==> src/rtl/lbtc_pkg.sv <==
// Package for the line buffer tab compressor: item and result types,
// queue command type, back-end state encoding and character codes.
// No dependencies.
`timescale 1ns / 1ps
`default_nettype none

package lbtc_pkg;

	// Default line store depth and command queue depth
	localparam int LBTC_LINE_MAX = 56;
	localparam int LBTC_QDEPTH   = 4;

	// Character codes
	localparam logic [7:0] CH_NUL = 8'd0;
	localparam logic [7:0] CH_TAB = 8'd9;
	localparam logic [7:0] CH_NL  = 8'd10;
	localparam logic [7:0] CH_SP  = 8'd32;

	// Operation codes of an input item
	localparam logic OP_PUT   = 1'b0;
	localparam logic OP_FLUSH = 1'b1;

	typedef struct packed {
		logic       op;
		logic [7:0] char_code;
		logic       suppress;
	} item_t;

	typedef struct packed {
		logic [7:0] out_char;
		logic       char_valid;
		logic       last;
		logic [5:0] column;
	} result_t;

	// Work handed from the front end to the back end
	typedef enum logic [1:0] {
		CMD_STATUS,
		CMD_WRITE,
		CMD_RELEASE
	} cmd_kind_t;

	typedef struct packed {
		cmd_kind_t  kind;
		logic [7:0] ch;
		logic [5:0] column;
	} cmd_t;

	typedef enum logic [2:0] {
		BK_IDLE,
		BK_WRITE,
		BK_FETCH,
		BK_EXAM,
		BK_PEND,
		BK_TRIG,
		BK_STATUS
	} bk_state_t;

endpackage

`default_nettype wire

==> src/rtl/line_buffer_tab_compressor.sv <==
// With an idle back end, a status result passes the command queue, the back-end state
// and result registers; a stored character also passes the store write state. The back
// end pops, writes and reports an ordinary character, and a tab's spaces likewise;
// a release fetches and examines each stored character through the single store read
// port, emits each output character and ends with the trigger result.
// The front end takes one item per cycle until the 4-entry command queue fills.
// Reset clears the fill position, queue and control state; the line store is not cleared.
`timescale 1ns / 1ps
`default_nettype none

module line_buffer_tab_compressor import lbtc_pkg::*; #(
	parameter int LINE_MAX = LBTC_LINE_MAX
) (
	input  wire logic    clk,
	input  wire logic    arst_n,
	input  wire item_t   item,
	input  wire logic    item_valid,
	output logic         item_stall,
	output result_t      result,
	output logic         result_valid,
	input  wire logic    result_stall
);

	localparam int PW = $clog2(LINE_MAX + 1);
	localparam int QW = $bits(cmd_t) + 2 * PW;

	cmd_t          f_cmd;
	logic [PW-1:0] f_start;
	logic [PW-1:0] f_stop;
	logic          f_push;
	logic          q_full;
	logic [QW-1:0] q_dout;
	logic          q_valid;
	logic          q_pop;
	cmd_t          b_cmd;
	logic [PW-1:0] b_start;
	logic [PW-1:0] b_stop;

	lbtc_front #(.LINE_MAX(LINE_MAX)) u_front (
		.clk        (clk),
		.arst_n     (arst_n),
		.item       (item),
		.item_valid (item_valid),
		.item_stall (item_stall),
		.q_full     (q_full),
		.push       (f_push),
		.cmd        (f_cmd),
		.cmd_start  (f_start),
		.cmd_stop   (f_stop)
	);

	lbtc_cmd_queue #(.W(QW)) u_queue (
		.clk    (clk),
		.arst_n (arst_n),
		.push   (f_push),
		.din    ({f_cmd, f_start, f_stop}),
		.full   (q_full),
		.pop    (q_pop),
		.dout   (q_dout),
		.valid  (q_valid)
	);

	assign {b_cmd, b_start, b_stop} = q_dout;

	lbtc_back #(.LINE_MAX(LINE_MAX)) u_back (
		.clk          (clk),
		.arst_n       (arst_n),
		.cmd          (b_cmd),
		.cmd_start    (b_start),
		.cmd_stop     (b_stop),
		.cmd_valid    (q_valid),
		.cmd_pop      (q_pop),
		.result       (result),
		.result_valid (result_valid),
		.result_stall (result_stall)
	);

endmodule

`default_nettype wire

==> src/rtl/lbtc_front.sv <==
// Front end: accepts items, tracks the fill position and turns each item
// into one command for the back end. Depends on lbtc_pkg.
`timescale 1ns / 1ps
`default_nettype none

module lbtc_front import lbtc_pkg::*; #(
	parameter int LINE_MAX = LBTC_LINE_MAX,
	localparam int PW = $clog2(LINE_MAX + 1)
) (
	input  wire logic          clk,
	input  wire logic          arst_n,
	input  wire item_t         item,
	input  wire logic          item_valid,
	output logic               item_stall,
	input  wire logic          q_full,
	output logic               push,
	output cmd_t               cmd,
	output logic [PW-1:0]      cmd_start,
	output logic [PW-1:0]      cmd_stop
);

	logic [PW-1:0] fill_q;
	logic [PW-1:0] fill_nx;
	logic [PW:0]   tab_up;
	logic [PW-1:0] tab_end;
	logic          line_full;

	assign item_stall = q_full;
	assign push       = item_valid && !q_full;
	assign line_full  = (fill_q >= PW'(LINE_MAX));

	// Next tab stop, clipped at the end of the store
	assign tab_up  = ({1'b0, fill_q} | (PW+1)'(7)) + (PW+1)'(1);
	assign tab_end = (tab_up > (PW+1)'(LINE_MAX)) ? PW'(LINE_MAX) : tab_up[PW-1:0];

	// Classify the item
	always_comb begin
		cmd.kind   = CMD_STATUS;
		cmd.ch     = item.char_code;
		cmd.column = 6'(fill_q);
		cmd_start  = fill_q;
		cmd_stop   = fill_q;
		fill_nx    = fill_q;
		if (item.suppress) begin
			cmd.kind = CMD_STATUS;
		end else if (item.op == OP_FLUSH) begin
			if (fill_q != '0) begin
				cmd.kind  = CMD_RELEASE;
				cmd.ch    = CH_NL;
				cmd_start = '0;
				fill_nx   = '0;
			end
		end else if (item.char_code == CH_NL || line_full) begin
			// a release walks the whole stored line from the start
			cmd.kind  = CMD_RELEASE;
			cmd_start = '0;
			fill_nx   = '0;
		end else if (item.char_code == CH_TAB) begin
			cmd.kind   = CMD_WRITE;
			cmd.ch     = CH_SP;
			cmd_stop   = tab_end;
			cmd.column = 6'(tab_end);
			fill_nx    = tab_end;
		end else if (item.char_code != CH_NUL) begin
			cmd.kind   = CMD_WRITE;
			cmd_stop   = fill_q + PW'(1);
			cmd.column = 6'(fill_q + PW'(1));
			fill_nx    = fill_q + PW'(1);
		end
	end

	// Fill position tracks every accepted item
	always_ff @(posedge clk or negedge arst_n) begin
		if (!arst_n) begin
			fill_q <= '0;
		end else if (push) begin
			fill_q <= fill_nx;
		end
	end

endmodule

`default_nettype wire

==> src/rtl/lbtc_cmd_queue.sv <==
// Small FIFO of commands between the front and back ends.
// Depends on lbtc_pkg for the depth.
`timescale 1ns / 1ps
`default_nettype none

module lbtc_cmd_queue import lbtc_pkg::*; #(
	parameter int W = 8
) (
	input  wire logic          clk,
	input  wire logic          arst_n,
	input  wire logic          push,
	input  wire logic [W-1:0]  din,
	output logic               full,
	input  wire logic          pop,
	output logic [W-1:0]       dout,
	output logic               valid
);

	localparam int QAW = $clog2(LBTC_QDEPTH);

	logic [W-1:0]   entry_q [LBTC_QDEPTH];
	logic [QAW-1:0] wr_ptr_q;
	logic [QAW-1:0] rd_ptr_q;
	logic [QAW:0]   count_q;

	assign full  = (count_q == (QAW+1)'(LBTC_QDEPTH));
	assign valid = (count_q != '0);
	assign dout  = entry_q[rd_ptr_q];

	// Storage
	always_ff @(posedge clk) begin
		if (push && !full) begin
			entry_q[wr_ptr_q] <= din;
		end
	end

	// Pointers and occupancy
	always_ff @(posedge clk or negedge arst_n) begin
		if (!arst_n) begin
			wr_ptr_q <= '0;
			rd_ptr_q <= '0;
			count_q  <= '0;
		end else begin
			if (push && !full) begin
				wr_ptr_q <= wr_ptr_q + QAW'(1);
			end
			if (pop && valid) begin
				rd_ptr_q <= rd_ptr_q + QAW'(1);
			end
			case ({push && !full, pop && valid})
				2'b10:   count_q <= count_q + (QAW+1)'(1);
				2'b01:   count_q <= count_q - (QAW+1)'(1);
				default: count_q <= count_q;
			endcase
		end
	end

endmodule

`default_nettype wire

==> src/rtl/lbtc_back.sv <==
// Back end: owns the line store, executes write, status and release
// commands, compresses space runs into tabs and drives the result register.
// Depends on lbtc_pkg.
`timescale 1ns / 1ps
`default_nettype none

module lbtc_back import lbtc_pkg::*; #(
	parameter int LINE_MAX = LBTC_LINE_MAX,
	localparam int PW = $clog2(LINE_MAX + 1),
	localparam int AW = $clog2(LINE_MAX),
	localparam int TW = $clog2(LINE_MAX / 8 + 2)
) (
	input  wire logic          clk,
	input  wire logic          arst_n,
	input  wire cmd_t          cmd,
	input  wire logic [PW-1:0] cmd_start,
	input  wire logic [PW-1:0] cmd_stop,
	input  wire logic          cmd_valid,
	output logic               cmd_pop,
	output result_t            result,
	output logic               result_valid,
	input  wire logic          result_stall
);

	bk_state_t     state_q, state_nx;
	logic [7:0]    mem [LINE_MAX];
	logic [7:0]    rd_data_q;
	logic [7:0]    ch_q;
	logic [5:0]    col_q;
	logic [PW-1:0] pos_q;
	logic [PW-1:0] stop_q;
	logic [PW-1:0] pos_nx;
	logic [TW-1:0] tabs_q;
	logic [3:0]    sp_q;
	logic [TW-1:0] tabs_e;
	logic [3:0]    sp_e;
	logic          boundary;
	logic          is_sp;
	logic          emit_ok;
	logic          emit;
	logic          mem_we;
	result_t       emit_val;
	result_t       res_q;
	logic          res_valid_q;

	assign emit_ok  = !res_valid_q || !result_stall;
	assign pos_nx   = pos_q + PW'(1);
	assign is_sp    = (rd_data_q == CH_SP);
	assign boundary = (pos_q[2:0] == 3'd0) && (sp_q != 4'd0);
	assign tabs_e   = tabs_q + TW'(boundary);
	assign sp_e     = boundary ? 4'd0 : sp_q;

	// Next state
	always_comb begin
		state_nx = state_q;
		case (state_q)
			BK_IDLE: begin
				if (cmd_valid) begin
					case (cmd.kind)
						CMD_WRITE:   state_nx = BK_WRITE;
						CMD_RELEASE: state_nx = (cmd_stop == '0) ? BK_TRIG : BK_FETCH;
						default:     state_nx = BK_STATUS;
					endcase
				end
			end
			BK_WRITE: begin
				if (pos_nx == stop_q) state_nx = BK_STATUS;
			end
			BK_FETCH: state_nx = BK_EXAM;
			BK_EXAM: begin
				if (!is_sp)                 state_nx = BK_PEND;
				else if (pos_nx == stop_q)  state_nx = BK_TRIG;
				else                        state_nx = BK_FETCH;
			end
			BK_PEND: begin
				if (emit_ok && tabs_q == '0 && sp_q == 4'd0) begin
					state_nx = (pos_nx == stop_q) ? BK_TRIG : BK_FETCH;
				end
			end
			BK_TRIG: begin
				if (emit_ok) state_nx = BK_IDLE;
			end
			BK_STATUS: begin
				if (emit_ok) state_nx = BK_IDLE;
			end
			default: state_nx = BK_IDLE;
		endcase
	end

	// State outputs
	always_comb begin
		cmd_pop  = 1'b0;
		mem_we   = 1'b0;
		emit     = 1'b0;
		emit_val = '{out_char: CH_NUL, char_valid: 1'b0, last: 1'b0, column: 6'd0};
		case (state_q)
			BK_IDLE:  cmd_pop = cmd_valid;
			BK_WRITE: mem_we  = 1'b1;
			BK_PEND: begin
				emit = emit_ok;
				emit_val.char_valid = 1'b1;
				if (tabs_q != '0)      emit_val.out_char = CH_TAB;
				else if (sp_q != 4'd0) emit_val.out_char = CH_SP;
				else                   emit_val.out_char = rd_data_q;
			end
			BK_TRIG: begin
				emit = emit_ok;
				emit_val.out_char   = ch_q;
				emit_val.char_valid = 1'b1;
				emit_val.last       = 1'b1;
			end
			BK_STATUS: begin
				emit = emit_ok;
				emit_val.last   = 1'b1;
				emit_val.column = col_q;
			end
			default: ;
		endcase
	end

	// Line store: one write port, one registered read port
	always_ff @(posedge clk) begin
		if (mem_we) begin
			mem[pos_q[AW-1:0]] <= ch_q;
		end
		rd_data_q <= mem[pos_q[AW-1:0]];
	end

	// Command fields and walk counters
	always_ff @(posedge clk) begin
		case (state_q)
			BK_IDLE: begin
				if (cmd_valid) begin
					ch_q   <= cmd.ch;
					col_q  <= cmd.column;
					pos_q  <= cmd_start;
					stop_q <= cmd_stop;
					tabs_q <= '0;
					sp_q   <= 4'd0;
				end
			end
			BK_WRITE: pos_q <= pos_nx;
			BK_EXAM: begin
				tabs_q <= tabs_e;
				if (is_sp) begin
					sp_q  <= sp_e + 4'd1;
					pos_q <= pos_nx;
				end else begin
					sp_q <= sp_e;
				end
			end
			BK_PEND: begin
				if (emit_ok) begin
					if (tabs_q != '0)      tabs_q <= tabs_q - TW'(1);
					else if (sp_q != 4'd0) sp_q   <= sp_q - 4'd1;
					else                   pos_q  <= pos_nx;
				end
			end
			default: ;
		endcase
	end

	// Result payload
	always_ff @(posedge clk) begin
		if (emit) begin
			res_q <= emit_val;
		end
	end

	// Control state
	always_ff @(posedge clk or negedge arst_n) begin
		if (!arst_n) begin
			state_q     <= BK_IDLE;
			res_valid_q <= 1'b0;
		end else begin
			state_q <= state_nx;
			if (emit) begin
				res_valid_q <= 1'b1;
			end else if (!result_stall) begin
				res_valid_q <= 1'b0;
			end
		end
	end

	assign result       = res_q;
	assign result_valid = res_valid_q;

`ifndef SYNTHESIS
	// The walk never runs past the released length
	a_pend_in_line: assert property (@(posedge clk) disable iff (!arst_n)
		(state_q == BK_PEND || state_q == BK_EXAM) |-> (pos_q < stop_q))
		else $error("walk position beyond line length");

	// Writes stay inside the command's span
	a_write_in_span: assert property (@(posedge clk) disable iff (!arst_n)
		(state_q == BK_WRITE) |-> (pos_q < stop_q && pos_q < PW'(LINE_MAX)))
		else $error("store write outside span");

	// A pending space run never exceeds one tab stop
	a_space_run: assert property (@(posedge clk) disable iff (!arst_n)
		(state_q == BK_PEND) |-> (sp_q < 4'd8))
		else $error("space run too long at emission");

	// Every character result of a release, its end included, reports an empty line
	a_release_col: assert property (@(posedge clk) disable iff (!arst_n)
		(res_valid_q && res_q.char_valid) |-> (res_q.column == 6'd0))
		else $error("release result with nonzero column");
`endif

endmodule

`default_nettype wire

==> config.mk <==
export PLATFORM = sky130hd
export DESIGN_NAME = line_buffer_tab_compressor
export DESIGN_NICKNAME = d
export VERILOG_FILES = /design/src/rtl/lbtc_pkg.sv /design/src/rtl/line_buffer_tab_compressor.sv /design/src/rtl/lbtc_front.sv /design/src/rtl/lbtc_cmd_queue.sv /design/src/rtl/lbtc_back.sv
export SDC_FILE = /design/constraint.sdc
export NUM_CORES = 1
export LEC_CHECK = 0
export BUFFER_PORTS_ARGS = -buffer_cell sky130_fd_sc_hd__buf_2
export CAP_MARGIN = 40
export CORE_MARGIN = 2
export CORE_UTILIZATION = 40
export CTS_CLUSTER_DIAMETER = 40
export CTS_CLUSTER_SIZE = 16
export DETAILED_ROUTE_END_ITERATION = 7
export PLACE_DENSITY = 0.64
export SLEW_MARGIN = 20
export SYNTH_ARGS = -nofsm -noshare
export SYNTH_HDL_FRONTEND = slang
export SYNTH_SLANG_ARGS = --single-unit
==> constraint.sdc <==
create_clock -name clk -period 8 [get_ports clk]
set_input_delay 2.4 -clock clk [delete_from_list [all_inputs] [get_ports clk]]
set_output_delay 2.4 -clock clk [all_outputs]
set_load 0.02 [all_outputs]
==> impl_metrics.ini, run 1 <==
[synth]
yosys.area.top_type_share_pct = 71.1
syn_avg_cell_area_um2 = 16.8
synth-edff-count = 580
yosysMostFrequentCell = edfxtp_1
ys_seq_area_share_pct = 73.5
async_reset_ff_share_pct = 2.81
yosysTopAreaCell = edfxtp_1
yosysUniqueCellTypes = 73
ys_ff_latch = 605
syn_area_um2 = 24500
syn-instance-count = 1455
ys.flop_type = edfxtp_1
synth.net_count = 1489
ys_warn_count = 0
synth_area_leaders = edfxtp_1 71%, mux4_2 5.7%, a221oi_1 2.3%
yosys-top-cells-count = 580 x edfxtp_1, 115 x nor2_1, 63 x a221oi_1

[critical_path]
cp-start-kind = input pin
crit_arrival_ns = 4.43
critPathMaxFanout = 8
critPathKind = input pin to flip-flop
reg2reg_slack_ns = 4.08
r2r_cells = 9
cp-endpoint = u_queue.entry_q[3][16]$_DFFE_PP_
cp.required_ns = 8.29
setup.worst_path.start = item[6]
end_kind = flip-flop
regToRegStartpoint = u_back.pos_q[0]$_DFFE_PP_
r2r_end = u_back.rd_data_q[3]$_DFF_P_

[floorplanning]
die_area_um2 = 63200
num_io_pins = 32
fp.dieW_um = 251
die_h_um = 251
start_util_pct = 40.5
core_um2 = 60500
num_rows = 90

[clocking]
clk_pin_slew_ns = 0.06
cts_max_level = 3
hold_buffers = 0
cts-root-buf = clkbuf_16
cts.sinks = 605
clkLatencyLatePin_ns = 0.59
cts_setup_buffers = 0
cts_made_buffers = 69
cts_buffer_depth = 3
cts_tree = built
cts-resized-gates = 0

[run_status]
status = finished, final reports clean

[placement]
placed_area_um2 = 25700
placement.io_buffers = 31
routabilityCongestion = 0.839
dp_slack_ns = 3.26
dpl.hpwl_um = 36200

[worst_hold_path]
whs_path_depth = 1
hold_path.startpoint = u_queue.count_q[2]$_DFFE_PN0P_
min_path_type = flip-flop to flip-flop

[timing]
rsz0062_at_grt = no
hold_ws_ns = 0.495
relSlewSlack_pct = 43.4
period_share_pct = 51.8
finalHoldViolations = 0
tns_ns = 0
layout_min_cycle_time_ns = 4.15
setup_viol = 0
fin_ws_ns = 3.85
worstMarginPinSlew_ns = 0.846
max_freq_mhz = 241
finalMaxSlewViolations = 0
skew_ns = 0.0250

[drt]
totalWireLength_um = 58600
dr.first_iter.drc_count = 1554
viasPerCell = 5.85
num_vias = 13933
remaining_drc_errors = 0
wl_per_cell_um = 24.6
ant_nets = 0
dr.pass1.iters = 5

[global_route]
grt_pass1_wl_um = 88200
antenna_found_initial = 0
grt_overflow = 0
grt_usage_pct = 18.6
grt_pass1_vias = 13751
grt_max_degree = 59

[power]
p_sw_share_pct = 34.5
clockPowerShare_pct = 28.9
power_frac_seq_pct = 39.5
power.total_w = 0.0110
intPower_w = 0.00723
pwr_density_cell_nw_per_um2 = 392
power_switching_w = 0.00382
p_leak_nw = 9.30
vdd_ir_drop_max_v = 0.000282
combinationalPowerShare_pct = 31.6

[run]
cap_violations = 0

[final_layout]
fill_cells = 5042
drive_above_1_share_pct = 22.1
area_growth_pct = 15.2
diodes = 0
nets = 1583
fin_area_um2 = 28200
[state kept, by name, indices dropped and copies added (netlist names)]
| name | cells |
|---|---|
| u_queue.wr_ptr_q | 2 |
| u_back.sp_q | 4 |
| u_back.pos_q | 6 |
| u_front.fill_q | 6 |
| u_back.rd_data_q | 8 |
| u_back.ch_q | 8 |
| u_queue.entry_q | 88 |
| u_back.mem | 448 |
| u_back.result | 16 |
| u_back.stop_q | 6 |
| u_back.tabs_q | 4 |
| u_back.state_q | 3 |
| u_back.result_valid | 1 |
| u_queue.count_q | 3 |
| u_queue.rd_ptr_q | 2 |
[placed cells by master, fill, tap and decap left out, types with 7 or more instances in the layout]
master	netlist	layout
a21oi_1	41	41
a221o_1	10	10
a221oi_1	63	63
a22o_1	11	11
a22oi_1	25	25
a31oi_1	7	7
and2_1	13	9
buf_2	22	31
buf_4	5	73
clkbuf_16	0	71
clkinvlp_4	0	12
dfrtp_1	17	17
dfxtp_1	8	8
edfxtp_1	580	580
ha_1	18	18
inv_1	31	30
inv_6	0	8
mux2_2	41	41
mux2i_1	32	32
mux4_2	62	62
nand2_1	62	62
nand2b_1	9	9
nand3_1	13	13
nor2_1	115	113
nor2b_1	14	12
nor3_1	15	14
nor4_1	8	8
o21ai_0	34	33
o22a_1	9	9
o22ai_1	26	26
or4_1	7	7
xnor2_1	14	14
[final cells by class]
type / count / area, µm² / area share, %
flip-flops and latches: 605 / 18000 / 63.8
multi-input cells: 733 / 6020 / 21.3
clock buffers: 78 / 1820 / 6.46
well taps: 782 / 978 / 3.47
repair buffers: 107 / 757 / 2.68
clock inverters: 43 / 509 / 1.81
inverters: 33 / 124 / 0.439
[routing by layer]
| layer | up-vias | track usage, % | wire length (µm) |
|---|---|---|---|
| li1 | 6026 | - | - |
| met1 | 7174 | 25.2 | 24100 |
| met2 | 619 | 29.7 | 28100 |
| met3 | 114 | 4.73 | 4920 |
| met4 | 0 | 5.92 | 1580 |
| met5 | - | 0 | 0 |
[worst max-delay path: stages]
cell      delay [ns]
buf_2           0.10
or4_4           0.57
nor3_2          0.44
nand2b_1        0.27
nor3_1          0.08
o311ai_1        0.34
o21ai_0         0.23
[how the worst min path moves through the flow]
stage | to | slack, ns
after floorplan | u_queue.count_q[2]$_DFFE_PN0P_ | 0.46
after global placement | u_queue.count_q[2]$_DFFE_PN0P_ | 0.47
after detailed placement | u_queue.count_q[2]$_DFFE_PN0P_ | 0.49
after CTS | u_queue.count_q[2]$_DFFE_PN0P_ | 0.50
after global routing | u_queue.count_q[2]$_DFFE_PN0P_ | 0.51
final | u_queue.count_q[2]$_DFFE_PN0P_ | 0.49
[stage by stage]
step / instances / util, %
2_1_floorplan: 1455 / -
3_3_place_gp: 2218 / 42.2
3_5_place_dp: 2241 / 42.5
4_1_cts: 2362 / 46.4
5_1_grt: 2381 / 46.7
6_report: 2381 / 46.7
[power groups by stage]
stage	clock (W)	combinational, W	sequential [W]
2_1_floorplan	0	0.00214	0.00450
3_3_place_gp	0	0.00339	0.00441
3_5_place_dp	0	0.00345	0.00442
4_1_cts	0.00323	0.00347	0.00436
5_1_grt	0.00335	0.00376	0.00439
6_report	0.00319	0.00349	0.00436
[cell families after synthesis]
logic type                 Yosys count  synth area share, %
buffers and inverters              117                 2.01
and+or+nand+nor                    285                 5.55
muxes                              140                 9.12
AOI/OAI and AO/OA                  267                 7.92
DFF                                605                 73.5
xor gates and xnor gates            21                0.807
adders and majority gates           20                 1.08
Note: power is estimated with default switching activity, not from simulation.
==> run 2: changes to the inputs <==
==> constraint.sdc (replaced) <==
create_clock -name clk -period 4 [get_ports clk]
set_input_delay 1.2 -clock clk [delete_from_list [all_inputs] [get_ports clk]]
set_output_delay 1.2 -clock clk [all_outputs]
set_load 0.02 [all_outputs]
==> run 2 against run 1 <==
Compared with the run above:
- final cell count increased by 2.1%
- combinational power increased by 110%
- sequential power increased by 100%
- die area unchanged
- power increased by 100%
- count of clock-buffer cells in the layout decreased by 4
- final area increased by 1.4%
- global-route usage increased by 0.66 points
- register-to-register slack got worse by 3.2 ns
- sequential cell count unchanged
- setup slack got worse by 3.0 ns
- hold slack got worse by 0.010 ns
- critical path type is now flip-flop to flip-flop
- critical endpoint is now u_back.tabs_q[3]$_SDFFCE_PN0P_
- highest routed layer unchanged
==> impl_metrics.ini, run 2 (same netlist as run 1, synthesis figures left out) <==
[worst_hold_path]
min_path_type = flip-flop to flip-flop

[critical_path]
critPathMaxFanout = 13
cp.required_ns = 4.33
slowest_stage = edfxtp_1
crit_arrival_ns = 3.48
path_cells = inv_2 > ha_1 > nand2_1 > nor2_1 > nand2_1 > ha_1 > a21o_1 > a21oi_1 > xnor2_1 > xnor2_1 > o22ai_1
critPathKind = flip-flop to flip-flop
cp-start-kind = flip-flop
end_kind = flip-flop
crit_path_max_incr_delay_ns = 0.59

[timing]
finalHoldViolations = 0
fin_ws_ns = 0.848
finalMaxSlewViolations = 0
relSlewSlack_pct = 41.0
max_freq_mhz = 317
worstMarginPinSlew_ns = 0.885
skew_ns = 0.0255
period_share_pct = 78.8
layout_min_cycle_time_ns = 3.15
rsz0062_at_grt = no
setup_viol = 0
tns_ns = 0

[drt]
num_vias = 14135
viasPerCell = 5.82
wl_per_cell_um = 25.0
totalWireLength_um = 60800
remaining_drc_errors = 0
ant_nets = 0
dr.pass1.iters = 6
dr.first_iter.drc_count = 1603

[global_route]
grt_usage_pct = 19.3
grt.busiest_layer = met2
use_met1_pct = 26.6
grt_pass1_vias = 13985
antenna_found_initial = 0
grt_pass1_wl_um = 90800
grt_overflow = 0
grt_max_degree = 58
use_met3_pct = 4.60
grt_use_met2_pct = 30.8

[clocking]
cts_buffer_depth = 3
cts_tree = built
cts-root-buf = clkbuf_16
cts-resized-gates = 0
cts_setup_buffers = 0
clk_pin_slew_ns = 0.06
cts_made_buffers = 69
clkLatencyLatePin_ns = 0.60
hold_buffers = 0
cts_max_level = 3
cts.sinks = 605

[final_layout]
fill_cells = 4993
area_growth_pct = 16.8
layout_common_cells = 580 x edfxtp_1, 114 x nor2_1, 113 x buf_4, 71 x clkbuf_16, 63 x a221oi_1
largest_register_ff_count = 448
diodes = 0
layoutNonFillerInstCount = 2430
drive_above_1_share_pct = 24.3
fin_area_um2 = 28600
mostFrequentLayoutCell = edfxtp_1
nets = 1631

[floorplanning]
core_um2 = 60500
start_util_pct = 40.5
num_io_pins = 32
die_area_um2 = 63200
die_h_um = 251
fp.dieW_um = 251
num_rows = 90

[placement]
dpl.hpwl_um = 39500
placement.io_buffers = 31
routabilityCongestion = 0.872
placed_area_um2 = 26200
dp_slack_ns = 0.610
post-place-cells = 2301

[run]
cap_violations = 0

[run_status]
status = finished, final reports clean

[power]
pwr_density_cell_nw_per_um2 = 786
vdd_ir_drop_max_v = 0.000527
p_leak_nw = 9.55
[run 2: path summary, 6_finish.rpt]
| check | depth (start not counted) | slack [ns] | endpoint | startpoint |
|---|---|---|---|---|
| hold / removal | 1 | 0.48 | u_queue.count_q[2]$_DFFE_PN0P_ | u_queue.count_q[2]$_DFFE_PN0P_ |
| max in group asynchronous | 1 | 3.15 | u_front.fill_q[4]$_DFFE_PN0P_ | arst_n |
| hold reg to reg | 1 | 0.48 | u_queue.count_q[2]$_DFFE_PN0P_ | u_queue.count_q[2]$_DFFE_PN0P_ |
| min in group asynchronous | 1 | 0.54 | u_back.result_valid$_DFFE_PN0P_ | arst_n |
| setup / recovery | 11 | 0.85 | u_back.tabs_q[3]$_SDFFCE_PN0P_ | u_back.pos_q[1]$_DFFE_PP_ |
| setup reg to reg | 11 | 0.85 | u_back.tabs_q[3]$_SDFFCE_PN0P_ | u_back.pos_q[1]$_DFFE_PP_ |
[run 2: metal layers]
layer  part of all wire (%)  wire [µm]
met4                    2.4       1470
met5                      0          0
met3                    8.8       5370
met2                     48      28900
met1                     41      25000
[run 2: cell type report]
class | instances | area (µm²) | share of cell area (%)
sequential | 605 | 18000 | 62.9
tap | 782 | 978 | 3.42
inverter | 33 | 124 | 0.433
multi-input combinational | 733 | 6010 | 21.0
timing repair buffer | 155 | 1190 | 4.16
clock inverter | 48 | 509 | 1.78
clock buffer | 74 | 1790 | 6.25
[run 2: critical path, delay by kind of cell (launching register included)]
family / cells / cell delay, ns
AOI/OAI and AO/OA: 3 / 0.43
xor gates and xnor gates: 2 / 0.32
adders and majority gates: 2 / 0.61
buffers and inverters: 1 / 0.41
DFF: 1 / 0.59
and+or+nand+nor: 3 / 0.53
[run 2: power breakdown]
group | switching, W | internal [W]
clock | 0.00267 | 0.00366
sequential | 0.000525 | 0.00829
combinational | 0.00469 | 0.00265
[run 2: per-stage QoR]
step,utilization (%),power (W),hold slack [ns]
final,47.3,0.0225,0.484
after global routing,47.3,0.0234,0.521
after CTS,47.2,0.0225,0.488
after detailed placement,43.4,0.0161,0.479
after global placement,43.2,0.0159,0.472
after floorplan,-,0.0133,0.456
